[src/rtl/cabp_pkg.sv]
// ----------------------------------------------------------------------------
// cabp_pkg
// Shared types and constants for the clipped alpha blit pixel unit.
// ----------------------------------------------------------------------------
package cabp_pkg;

  localparam int unsigned MAX_SURFACE_DIM = 4096;

  localparam int unsigned DIM_W    = 13;  // width, height, pitch registers
  localparam int unsigned OFS_W    = 14;  // signed offsets
  localparam int unsigned COORD_W  = 12;  // source and clipped coordinates
  localparam int unsigned ADDR_W   = 24;
  localparam int unsigned PIX_W    = 32;
  localparam int unsigned CFG_IDX_W = 3;

  localparam logic [DIM_W-1:0] MAX_DIM   = DIM_W'(MAX_SURFACE_DIM);
  localparam logic [7:0]       ALPHA_MAX = 8'hFF;
  localparam int unsigned      ALPHA_LSB = 24;

  typedef enum logic [CFG_IDX_W-1:0] {
    CFG_DEST_WIDTH  = 3'd0,
    CFG_DEST_HEIGHT = 3'd1,
    CFG_ROW_PITCH   = 3'd2,
    CFG_OFFSET_X    = 3'd3,
    CFG_OFFSET_Y    = 3'd4
  } cfg_idx_t;

  typedef enum logic [1:0] {
    ACT_CLIPPED = 2'd0,
    ACT_SKIP    = 2'd1,
    ACT_COPY    = 2'd2,
    ACT_BLEND   = 2'd3
  } action_t;

  // Surface geometry; width and height are held already saturated.
  typedef struct packed {
    logic        [DIM_W-1:0] width;
    logic        [DIM_W-1:0] height;
    logic        [DIM_W-1:0] pitch;
    logic signed [OFS_W-1:0] off_x;
    logic signed [OFS_W-1:0] off_y;
  } cabp_cfg_t;

  typedef struct packed {
    logic             write_enable;
    action_t          action;
    logic [PIX_W-1:0] pixel;
  } cabp_blend_res_t;

  function automatic logic [DIM_W-1:0] sat_dim(input logic [DIM_W-1:0] v);
    return (v > MAX_DIM) ? MAX_DIM : v;
  endfunction

endpackage

[src/rtl/cabp_coord.sv]
// ----------------------------------------------------------------------------
// cabp_coord
// Offsets and clips the pixel coordinates, then forms row * pitch + column.
// Two register stages.
// ----------------------------------------------------------------------------
module cabp_coord (
  input  logic                                clk,
  input  cabp_pkg::cabp_cfg_t                 cfg,
  input  logic [cabp_pkg::COORD_W-1:0]        source_col,
  input  logic [cabp_pkg::COORD_W-1:0]        source_row,
  output logic                                clipped,
  output logic [cabp_pkg::ADDR_W-1:0]         dest_address
);

  localparam int unsigned SUM_W = cabp_pkg::OFS_W + 1;
  localparam int unsigned PROD_W = cabp_pkg::COORD_W + cabp_pkg::DIM_W;

  logic signed [SUM_W-1:0] col_s;
  logic signed [SUM_W-1:0] row_s;
  logic                    col_out;
  logic                    row_out;

  logic                         clip1_r;
  logic [cabp_pkg::COORD_W-1:0] col1_r;
  logic [cabp_pkg::COORD_W-1:0] row1_r;

  logic [PROD_W-1:0]            prod;
  logic                         clip2_r;
  logic [cabp_pkg::ADDR_W-1:0]  addr2_r;

  always_comb begin
    col_s = $signed({{(SUM_W-cabp_pkg::COORD_W){1'b0}}, source_col})
          + SUM_W'(cfg.off_x);
    row_s = $signed({{(SUM_W-cabp_pkg::COORD_W){1'b0}}, source_row})
          + SUM_W'(cfg.off_y);
    // sign bit set, or at/after the edge (width is at most 4096 here)
    col_out = col_s[SUM_W-1] ||
              ({1'b0, col_s[SUM_W-2:0]} >= SUM_W'(cfg.width));
    row_out = row_s[SUM_W-1] ||
              ({1'b0, row_s[SUM_W-2:0]} >= SUM_W'(cfg.height));
  end

  always_ff @(posedge clk) begin
    clip1_r <= col_out || row_out;
    col1_r  <= col_s[cabp_pkg::COORD_W-1:0];
    row1_r  <= row_s[cabp_pkg::COORD_W-1:0];
  end

  assign prod = PROD_W'(row1_r) * PROD_W'(cfg.pitch);

  always_ff @(posedge clk) begin
    clip2_r <= clip1_r;
    addr2_r <= prod[cabp_pkg::ADDR_W-1:0] + cabp_pkg::ADDR_W'(col1_r);
  end

  assign clipped      = clip2_r;
  assign dest_address = addr2_r;

endmodule

[src/rtl/cabp_blend.sv]
// ----------------------------------------------------------------------------
// cabp_blend
// Source-over blend of one ARGB8888 pair: per-channel products in the first
// stage, divide by 255 and result select in the second.
// ----------------------------------------------------------------------------
module cabp_blend (
  input  logic                          clk,
  input  logic [cabp_pkg::PIX_W-1:0]    source_pixel,
  input  logic [cabp_pkg::PIX_W-1:0]    dest_pixel,
  output cabp_pkg::cabp_blend_res_t     res
);

  localparam int unsigned NCH = 3;

  logic [7:0]  alpha;
  logic [7:0]  inv_alpha;
  logic [15:0] mix [NCH];

  logic [15:0]                   mix1_r [NCH];
  cabp_pkg::action_t             act1_r;
  logic [cabp_pkg::PIX_W-1:0]    sp1_r;
  logic [cabp_pkg::PIX_W-1:0]    dp1_r;

  logic [16:0]                   qsum [NCH];
  logic [7:0]                    quo  [NCH];
  cabp_pkg::cabp_blend_res_t     res_nxt;
  cabp_pkg::cabp_blend_res_t     res2_r;

  assign alpha     = source_pixel[cabp_pkg::ALPHA_LSB +: 8];
  assign inv_alpha = cabp_pkg::ALPHA_MAX - alpha;

  // s*a + d*(255-a) never exceeds 255*255, so 16 bits hold it
  always_comb begin
    for (int i = 0; i < NCH; i++) begin
      mix[i] = 16'(source_pixel[8*i +: 8]) * 16'(alpha)
             + 16'(dest_pixel[8*i +: 8]) * 16'(inv_alpha);
    end
  end

  always_ff @(posedge clk) begin
    for (int i = 0; i < NCH; i++) begin
      mix1_r[i] <= mix[i];
    end
    sp1_r <= source_pixel;
    dp1_r <= dest_pixel;
    if (alpha == '0) begin
      act1_r <= cabp_pkg::ACT_SKIP;
    end else if (alpha == cabp_pkg::ALPHA_MAX) begin
      act1_r <= cabp_pkg::ACT_COPY;
    end else begin
      act1_r <= cabp_pkg::ACT_BLEND;
    end
  end

  // x / 255 == (x + (x >> 8) + 1) >> 8, exact for x below 65535
  always_comb begin
    for (int i = 0; i < NCH; i++) begin
      qsum[i] = 17'(mix1_r[i]) + 17'(mix1_r[i][15:8]) + 17'd1;
      quo[i]  = qsum[i][15:8];
    end
    res_nxt.action = act1_r;
    case (act1_r)
      cabp_pkg::ACT_SKIP: begin
        res_nxt.write_enable = 1'b0;
        res_nxt.pixel        = dp1_r;
      end
      cabp_pkg::ACT_COPY: begin
        res_nxt.write_enable = 1'b1;
        res_nxt.pixel        = sp1_r;
      end
      default: begin
        res_nxt.write_enable = 1'b1;
        res_nxt.pixel        = {cabp_pkg::ALPHA_MAX, quo[2], quo[1], quo[0]};
      end
    endcase
  end

  always_ff @(posedge clk) begin
    res2_r <= res_nxt;
  end

  assign res = res2_r;

endmodule

[src/rtl/clipped_alpha_blit_pixel_unit.sv]
// ----------------------------------------------------------------------------
// clipped_alpha_blit_pixel_unit
// Clips a blit pixel to the destination, forms its word address and applies
// the source-over alpha rule against the current destination pixel.
// ----------------------------------------------------------------------------
// Throughput: one pixel per cycle; busy is always low, since the three-stage
//   pipeline (offset/clip and multiply-add, address product and divide,
//   output register) never stalls.
// Reset: clears the valid pipeline and loads width 640, height 480,
//   pitch 640, offsets 0. The receiver cannot stall.
module clipped_alpha_blit_pixel_unit (
  input  logic                                 clk,
  input  logic                                 rst_n,
  input  logic                                 start,
  output logic                                 busy,
  input  logic [cabp_pkg::COORD_W-1:0]         in_source_col,
  input  logic [cabp_pkg::COORD_W-1:0]         in_source_row,
  input  logic [cabp_pkg::PIX_W-1:0]           in_source_pixel,
  input  logic [cabp_pkg::PIX_W-1:0]           in_dest_pixel,
  output logic                                 out_valid,
  output logic                                 out_write_enable,
  output logic [cabp_pkg::ADDR_W-1:0]          out_dest_address,
  output logic [cabp_pkg::PIX_W-1:0]           out_result_pixel,
  output logic [1:0]                           out_action,
  input  logic                                 cfg_valid,
  output logic                                 cfg_ready,
  input  logic [cabp_pkg::CFG_IDX_W-1:0]       cfg_index,
  input  logic [cabp_pkg::OFS_W-1:0]           cfg_data
);

  cabp_pkg::cabp_cfg_t        cfg_r;
  logic [2:0]                 vld_r;
  logic                       clipped;
  logic [cabp_pkg::ADDR_W-1:0] addr;
  cabp_pkg::cabp_blend_res_t  blend_res;

  logic                        we_r;
  logic [cabp_pkg::ADDR_W-1:0] addr_r;
  logic [cabp_pkg::PIX_W-1:0]  pix_r;
  cabp_pkg::action_t           act_r;

  assign busy      = 1'b0;
  assign cfg_ready = 1'b1;

  always_ff @(posedge clk) begin
    if (!rst_n) begin
      cfg_r.width  <= cabp_pkg::DIM_W'(640);
      cfg_r.height <= cabp_pkg::DIM_W'(480);
      cfg_r.pitch  <= cabp_pkg::DIM_W'(640);
      cfg_r.off_x  <= '0;
      cfg_r.off_y  <= '0;
    end else if (cfg_valid && cfg_ready) begin
      case (cfg_index)
        cabp_pkg::CFG_DEST_WIDTH:
          cfg_r.width  <= cabp_pkg::sat_dim(cfg_data[cabp_pkg::DIM_W-1:0]);
        cabp_pkg::CFG_DEST_HEIGHT:
          cfg_r.height <= cabp_pkg::sat_dim(cfg_data[cabp_pkg::DIM_W-1:0]);
        cabp_pkg::CFG_ROW_PITCH:
          cfg_r.pitch  <= cfg_data[cabp_pkg::DIM_W-1:0];
        cabp_pkg::CFG_OFFSET_X:
          cfg_r.off_x  <= cfg_data;
        cabp_pkg::CFG_OFFSET_Y:
          cfg_r.off_y  <= cfg_data;
        default: ;
      endcase
    end
  end

  always_ff @(posedge clk) begin
    if (!rst_n) begin
      vld_r <= '0;
    end else begin
      vld_r <= {vld_r[1:0], start && !busy};
    end
  end

  cabp_coord u_coord (
    .clk          (clk),
    .cfg          (cfg_r),
    .source_col   (in_source_col),
    .source_row   (in_source_row),
    .clipped      (clipped),
    .dest_address (addr)
  );

  cabp_blend u_blend (
    .clk          (clk),
    .source_pixel (in_source_pixel),
    .dest_pixel   (in_dest_pixel),
    .res          (blend_res)
  );

  // clipped pixels report all-zero fields
  always_ff @(posedge clk) begin
    if (clipped) begin
      we_r   <= 1'b0;
      addr_r <= '0;
      pix_r  <= '0;
      act_r  <= cabp_pkg::ACT_CLIPPED;
    end else begin
      we_r   <= blend_res.write_enable;
      addr_r <= addr;
      pix_r  <= blend_res.pixel;
      act_r  <= blend_res.action;
    end
  end

  assign out_valid        = vld_r[2];
  assign out_write_enable = we_r;
  assign out_dest_address = addr_r;
  assign out_result_pixel = pix_r;
  assign out_action       = act_r;

endmodule

[config.mk]
export PLATFORM = sky130hd
export DESIGN_NAME = clipped_alpha_blit_pixel_unit
export DESIGN_NICKNAME = d
export VERILOG_FILES = /design/src/rtl/cabp_pkg.sv /design/src/rtl/cabp_coord.sv /design/src/rtl/cabp_blend.sv /design/src/rtl/clipped_alpha_blit_pixel_unit.sv
export SDC_FILE = /design/constraint.sdc
export NUM_CORES = 2
export LEC_CHECK = 0
export BUFFER_PORTS_ARGS = -buffer_cell sky130_fd_sc_hd__buf_2
export CAP_MARGIN = 10
export CORE_MARGIN = 2
export CORE_UTILIZATION = 45
export CTS_BUF_LIST = sky130_fd_sc_hd__clkbuf_8
export CTS_CLUSTER_SIZE = 25
export DETAILED_ROUTE_END_ITERATION = 6
export GPL_TIMING_DRIVEN = 0
export PLACE_DENSITY = 0.68
export SKIP_CTS_REPAIR_TIMING = 1
export SLEW_MARGIN = 20
export SYNTH_ARGS = -nofsm -noshare
export SYNTH_HDL_FRONTEND = slang
export SYNTH_SLANG_ARGS = --single-unit
[constraint.sdc]
create_clock -name clk -period 8.49 [get_ports clk]
set_clock_uncertainty 0.15 [all_clocks]
set_input_delay 2.1225 -clock clk [delete_from_list [all_inputs] [get_ports clk]]
set_output_delay 2.1225 -clock clk [all_outputs]
set_load 0.05 [all_outputs]
# ---- After elaboration in Yosys (flattened, before gate mapping)
# Memories as Yosys holds them, arrays and structs flattened.
# Index checks and enable logic that the tools add are counted.
dict set report op_classes {
  addsub 13
  multipliers 7
  order_cmp 3
  eq_ne 7
  muxes 4
  reduce_logical 10
}
# operator n
set op_table {}
lappend op_table {{$mul 8x8->16} 6}
lappend op_table {{$pmux 32 s2} 1}
lappend op_table {{$add 16x1->16 const B} 3}
lappend op_table {{$add 16x16->16} 3}
lappend op_table {{$add 16x8->16} 3}
lappend op_table {{$add 13x14->15} 2}
lappend op_table {{$ge 14x13->1} 2}
lappend op_table {{$add 24x12->24} 1}
lappend op_table {{$mul 12x13->24} 1}
lappend op_table {{$gt 13x13->1 const B} 1}
lappend op_table {{$mux 13} 1}
lappend op_table {{$reduce_and 2->1} 5}
lappend op_table {{$eq 8x8->1 const B} 1}
lappend op_table {{$logic_not 8->1} 1}
lappend op_table {{$sub 8x8->8 const A} 1}
lappend op_table {{$eq 3x2->1 const B} 2}
lappend op_table {{$eq 3x1->1 const B} 1}
lappend op_table {{$eq 3x3->1 const B} 1}
lappend op_table {{$logic_not 3->1} 1}
lappend op_table {{$logic_or 1x1->1} 3}
lappend op_table {{$eq 2x1->1 const B} 1}
lappend op_table {{$eq 2x2->1 const B} 1}
lappend op_table {{$mux 1} 2}
dict set report word_totals {
  ff_bits 280
  mem_bits_rw 48
  inputBits 109
  out_inout_bits 62
  wordCells 66
  memories 1
}
# memory words word_bits read_ports rd_ports_with_merged_regs write_ports line_no
set mem_list {}
lappend mem_list {u_blend.mix1_r 3 16 3 0 3 cabp_blend.sv:19} ;# logic [15:0] mix1_r [NCH];

# ---- Logic depth before layout (Yosys ltp)
dict set report logic_depth {
  ltp_word 4
  ltp_mapped 22
  mapped_depth_nobuf 20
}

# ---- Hierarchy
# Synthesis repeated with hierarchy kept, for this count alone.
dict set report hier_totals {
  cells_unflattened 3280
  hier_area_um2 30516.8
}
# mod instances cells_per_inst area_each_um2 seq_area_each_um2
set by_module_without_submodules {}
lappend by_module_without_submodules {cabp_blend 1 1886 17883.4 2982.9}
lappend by_module_without_submodules {cabp_coord 1 959 8343.0 1001.0}
lappend by_module_without_submodules {clipped_alpha_blit_pixel_unit 1 435 4290.4 2582.5}

# ---- Worst setup path before layout
# OpenSTA, ideal clock, no wires.
dict set report synth_timing {
  kind {input-to-reg}
  from {in in_source_pixel[25] (netlist bit)}
  to {mem u_blend.mix1_r[1][15] (netlist: u_blend.mix1_r[0][31])}
  setup_time_ns 0.127
  arrival_ns 7.468
  required_ns 8.213
  setup_slack_ns 0.745
  path_stages 21
  path_buffers 2
  cell_sequence {clkbuf_1 clkbuf_1 nand2_1 fa_1 inv_1 fa_1 inv_1 fa_1 inv_1 fa_1 fa_1 inv_1 fa_1 inv_1 ha_1 a21o_1 a31o_2 a41o_1 nor4_2 nor3_1 or3b_1}
}
# item line_no
set synth_rtl {}
lappend synth_rtl {{from (decl)} clipped_alpha_blit_pixel_unit.sv:18} ;# input logic [cabp_pkg::PIX_W-1:0] in_source_pixel,
lappend synth_rtl {{to (decl)} cabp_blend.sv:19}

==> metrics.md <==
| Metric | Value |
|---|---|
| Status | `finished clean` |
| I/O Pins | `around 170` |
| Slew Limit Fails | `0` |
| Routability Congestion | `around 0.89` |
| Area growth, synth to finish | `11.2%` |
| Count of final setup violators | `0` |
| Hold depth | `0` |
| Worst r2r src | `u_coord.row1_r[4]` |
| CTS tree | `built` |
| Synthesized instance count | `roughly 3200` |
| Fmax achieved | `about 0.12 GHz` |
| Num CTS Buffers | `a little over 60` |
| Area leader, netlist | `fa_1` |
| Met3 usage | `4.44%` |
| Hold Startpoint | `u_coord.clip1_r` |
| WHS | `0.175 ns` |
| Die Wd | `262 um` |
| Layout Cells excl Fill | `around 4300` |
| VDD IR max | `~0.00041 V` |
| Reg2Reg Capture Point | `u_coord.dest_address[22]` |
| Initial Util | `~45%` |
| # port buffers | `between 150 and 200` |
| Site Rows | `94` |
| DR pass1 iterations | `6` |
| Leak | `16.5 nW` |
| Final net count | `approximately 4300` |
| Depth of the worst register-to-register path | `19` |
| Wire length per cell | `17.5 um` |
| Prevailing post-synth register cell | `dfxtp_1` |
| Grt total ovfl | `0` |
| CP peak stage delay | `0.68 ns` |
| Share of layout cells above drive strength 1 | `roughly 8.6%` |
| Die area | `just under 0.07 mm^2` |
| WP data arrival | `about 8.7 ns` |
| Overall Global Routing Usage | `between 20% and 30%` |
| Routed wire length | `75.6 mm` |
| Vias in the first global route | `22102` |
| DPL Wire Length | `60.3 mm` |
| Worst skew pair latency | `0.70 ns` |
| Die Y | `between 200 and 300 um` |
| Hold violation total from the final report | `0` |
| Actual slew at the worst max-slew pin | `1.05 ns` |
| Largest cells by area after synthesis | `fa_1 27%, dfxtp_1 22%, ha_1 14%` |
| Relative slew slack | `30.3%` |
| Final Cycle Share | `97.1%` |
| Routed vias | `between 20000 and 25000` |
| Vias per cell | `~5` |
| Async SR Flop Fraction | `0%` |
| Share of the synthesized area in the top cell type | `~27%` |
| Hold crit path type | `register to register` |
| Critical path type | `input pin to register` |
| Largest net degree at the start of global routing | `20` |
| Data required time of the worst path | `8.89 ns` |
| DR iter-0 viols | `1440` |
| Max Fanout on Critical Path | `10` |
| Max Cap Viol | `0` |
| # DRC | `0` |
| Startpoint types | `input pin` |
| Final design utilization | `between 50% and 60%` |
| First-pass GRT wire length | `120 mm` |
| Antenna Nets Post-Route | `0` |
| Min-Delay Endpoint | `u_coord.clipped` |
| Post-synthesis average cell area | `about 9.4 um^2` |
| CP delay by family, top | `adder cells` |
| Post-synth EDFFs | `0` |
| Critical Path End Type | `register` |
| Critical path buffer and inverter count | `6` |
| Root Driver | `clkbuf_8` |
| Post-synthesis cell type count | `70` |
| Cell area after synthesis | `approximately 0.03 mm^2` |
| CTS clock-pin slew for the worst setup and hold paths | `about 0.06 ns` |
| RSZ-0062 raised after global routing | `no` |
| Clock sinks | `~330` |
| Most frequent CP cell | `fa_1` |
| Met2 Usage GRT | `37.5%` |
| R2R Setup Slk | `roughly 2.4 ns` |
| Period minus WS final | `around 8.2 ns` |
| PwrDens | `315 mW/mm^2` |
| CP Cell Sequence | `buf_2, clkbuf_1, clkbuf_1, nand2_1, fa_1, fa_1, inv_1, fa_1, fa_1, fa_1, inv_1, fa_1, inv_1, ha_1, a21o_1, a31o_2, a41o_1, nor4_2, nor3_1, or3b_1` |
| Max Root-Sink Buffers | `3` |
| Final Power | `~10 mW` |
| Grt peak-use layer | `met2` |
| Met1 usage | `between 30% and 40%` |
| Fillers | `slightly above 6000` |
| Core ar. | `around 0.066 mm^2` |
| Synthesis-stage register bit count | `328` |
| CTS H-tree lvls | `2` |
| Initial antenna violation count | `6` |
| Sequential share of the synthesized area | `22.0%` |
| YS warnings | `0` |
| Max stage delay cell, worst path | `clkbuf_1` |
| Dpl cells | `around 4200` |
-- area by class of cell --
| class | count | area [um^2] | share of cell area [%] |
|---|---|---|---|
| Multi-Input combinational cell | 2099 | 20500 | 61.7 |
| Sequential cell | 328 | 6570 | 19.8 |
| Inverter | 640 | 2400 | 7.23 |
| Tap cell | 864 | 1080 | 3.25 |
| Clock buffer | 78 | 1070 | 3.23 |
| Timing Repair Buffer | 167 | 836 | 2.52 |
| Buffer | 111 | 430 | 1.30 |
| Clock inverter | 36 | 324 | 0.975 |
| Antenna cell | 3 | 7.51 | 0.0226 |
-- how the worst max path moves through the flow --
stage                   startpoint                    end  slack, ns  cells after the start
2_1_floorplan  in_source_pixel[25]  u_blend.mix1_r[0][31]       0.74                     21
4_1_cts        in_source_pixel[27]  u_blend.mix1_r[0][31]       0.35                     22
3_5_place_dp   in_source_pixel[25]  u_blend.mix1_r[0][31]      -0.42                     22
6_report       in_source_pixel[31]  u_blend.mix1_r[0][31]       0.24                     20
3_3_place_gp   in_source_pixel[27]  u_blend.mix1_r[0][31]      -0.37                     22
5_1_grt        in_source_pixel[26]  u_blend.mix1_r[0][31]       0.05                     22
-- synthesized netlist by cell type (all sizes together) (4+ instances only) --
master	number
fa	410
o21ai	26
nand4	13
a211o	4
xnor2	80
ha	327
inv	640
mux2i	4
mux2	4
a221oi	25
o211ai	11
nor2	44
a21o	34
o2111ai	4
clkbuf	102
a2111oi	5
buf	9
xor2	28
nor3b	7
nor2b	202
nand3	27
a221o	8
or2	6
and3	14
nand2b	71
a31o	4
and2	195
a21boi	47
o21a	18
a211oi	4
or3	5
a21oi	85
nor4	5
nand2	301
o21bai	15
nand3b	8
dfxtp	328
nor3	22
-- per-layer routing --
metal | share of wire [%] | wire [um]
met5 | 0.017 | 13
met4 | 3.0 | 2250
met3 | 7.6 | 5780
met2 | 47 | 35400
met1 | 43 | 32100
-- power by group --
group	internal, mW	switching, mW	total, mW
combinational	2.95	3.73	6.69
sequential	1.93	0.155	2.09
clock	0.960	0.737	1.70
-- per-stage QoR --
step,TNS (ns),setup WS (ns),cell area (um^2)
global placement,-0.913,-0.368,31800
floorplan,0,0.745,29900
detailed placement,-1.13,-0.420,31800
global route,0,0.0505,33200
finish,0,0.243,33200
CTS,0,0.355,33200
-- layout by cell type (no fill, tap or decap), types with 5 or more instances in the layout --
master    instances
nor2_1           44
inv_1           654
buf_2           170
ha_1            327
xor2_1           28
or3_1             5
clkbuf_8         78
nor2b_1         202
clkinv_2         10
conb_1            5
a21oi_1          84
nor3_1           22
a221oi_1         24
o21ai_0          25
nand2_1         301
nand3_1          27
and2_1          195
dfxtp_1         328
nor3b_1           7
nand3b_1          8
nand2b_1         71
a21boi_0         47
o21a_1           18
and3_1           13
clkbuf_1        101
a21o_1           34
xnor2_1          80
or2_2             6
fa_1            410
o21bai_1         15
a221o_1           8
o211ai_1         11
nand4_1          13
-- cell families (layout without fill, tap and decap cells) --
| kind of cell | Yosys count | in the layout | share of synthesized area (%) |
|---|---|---|---|
| AND/OR/NAND/NOR | 924 | 924 | 16.4 |
| buffers and inverters | 751 | 1032 | 9.47 |
| adder cells (fa/ha/maj) | 737 | 737 | 41.1 |
| flip-flops | 328 | 328 | 22.0 |
| AO/OA/AOI/OAI | 317 | 317 | 7.56 |
| XOR/XNOR | 108 | 108 | 3.16 |
| multiplexers | 8 | 8 | 0.285 |
| other | 2 | 8 | 0.0251 |
-- sequential cells by signal, summed over array words and instances (netlist names) --
name / flops
u_coord.dest_address: 24
cfg_r: 67
u_blend.sp1_r: 32
out_write_enable: 1
u_blend.act1_r: 2
u_blend.dp1_r: 32
out_action: 2
u_coord.row1_r: 12
out_result_pixel: 32
u_blend.mix1_r: 48
u_coord.clipped: 1
vld_r: 3
out_dest_address: 24
u_blend.res: 35
u_coord.clip1_r: 1
u_coord.col1_r: 12
Note: power is estimated with default switching activity, not from simulation.
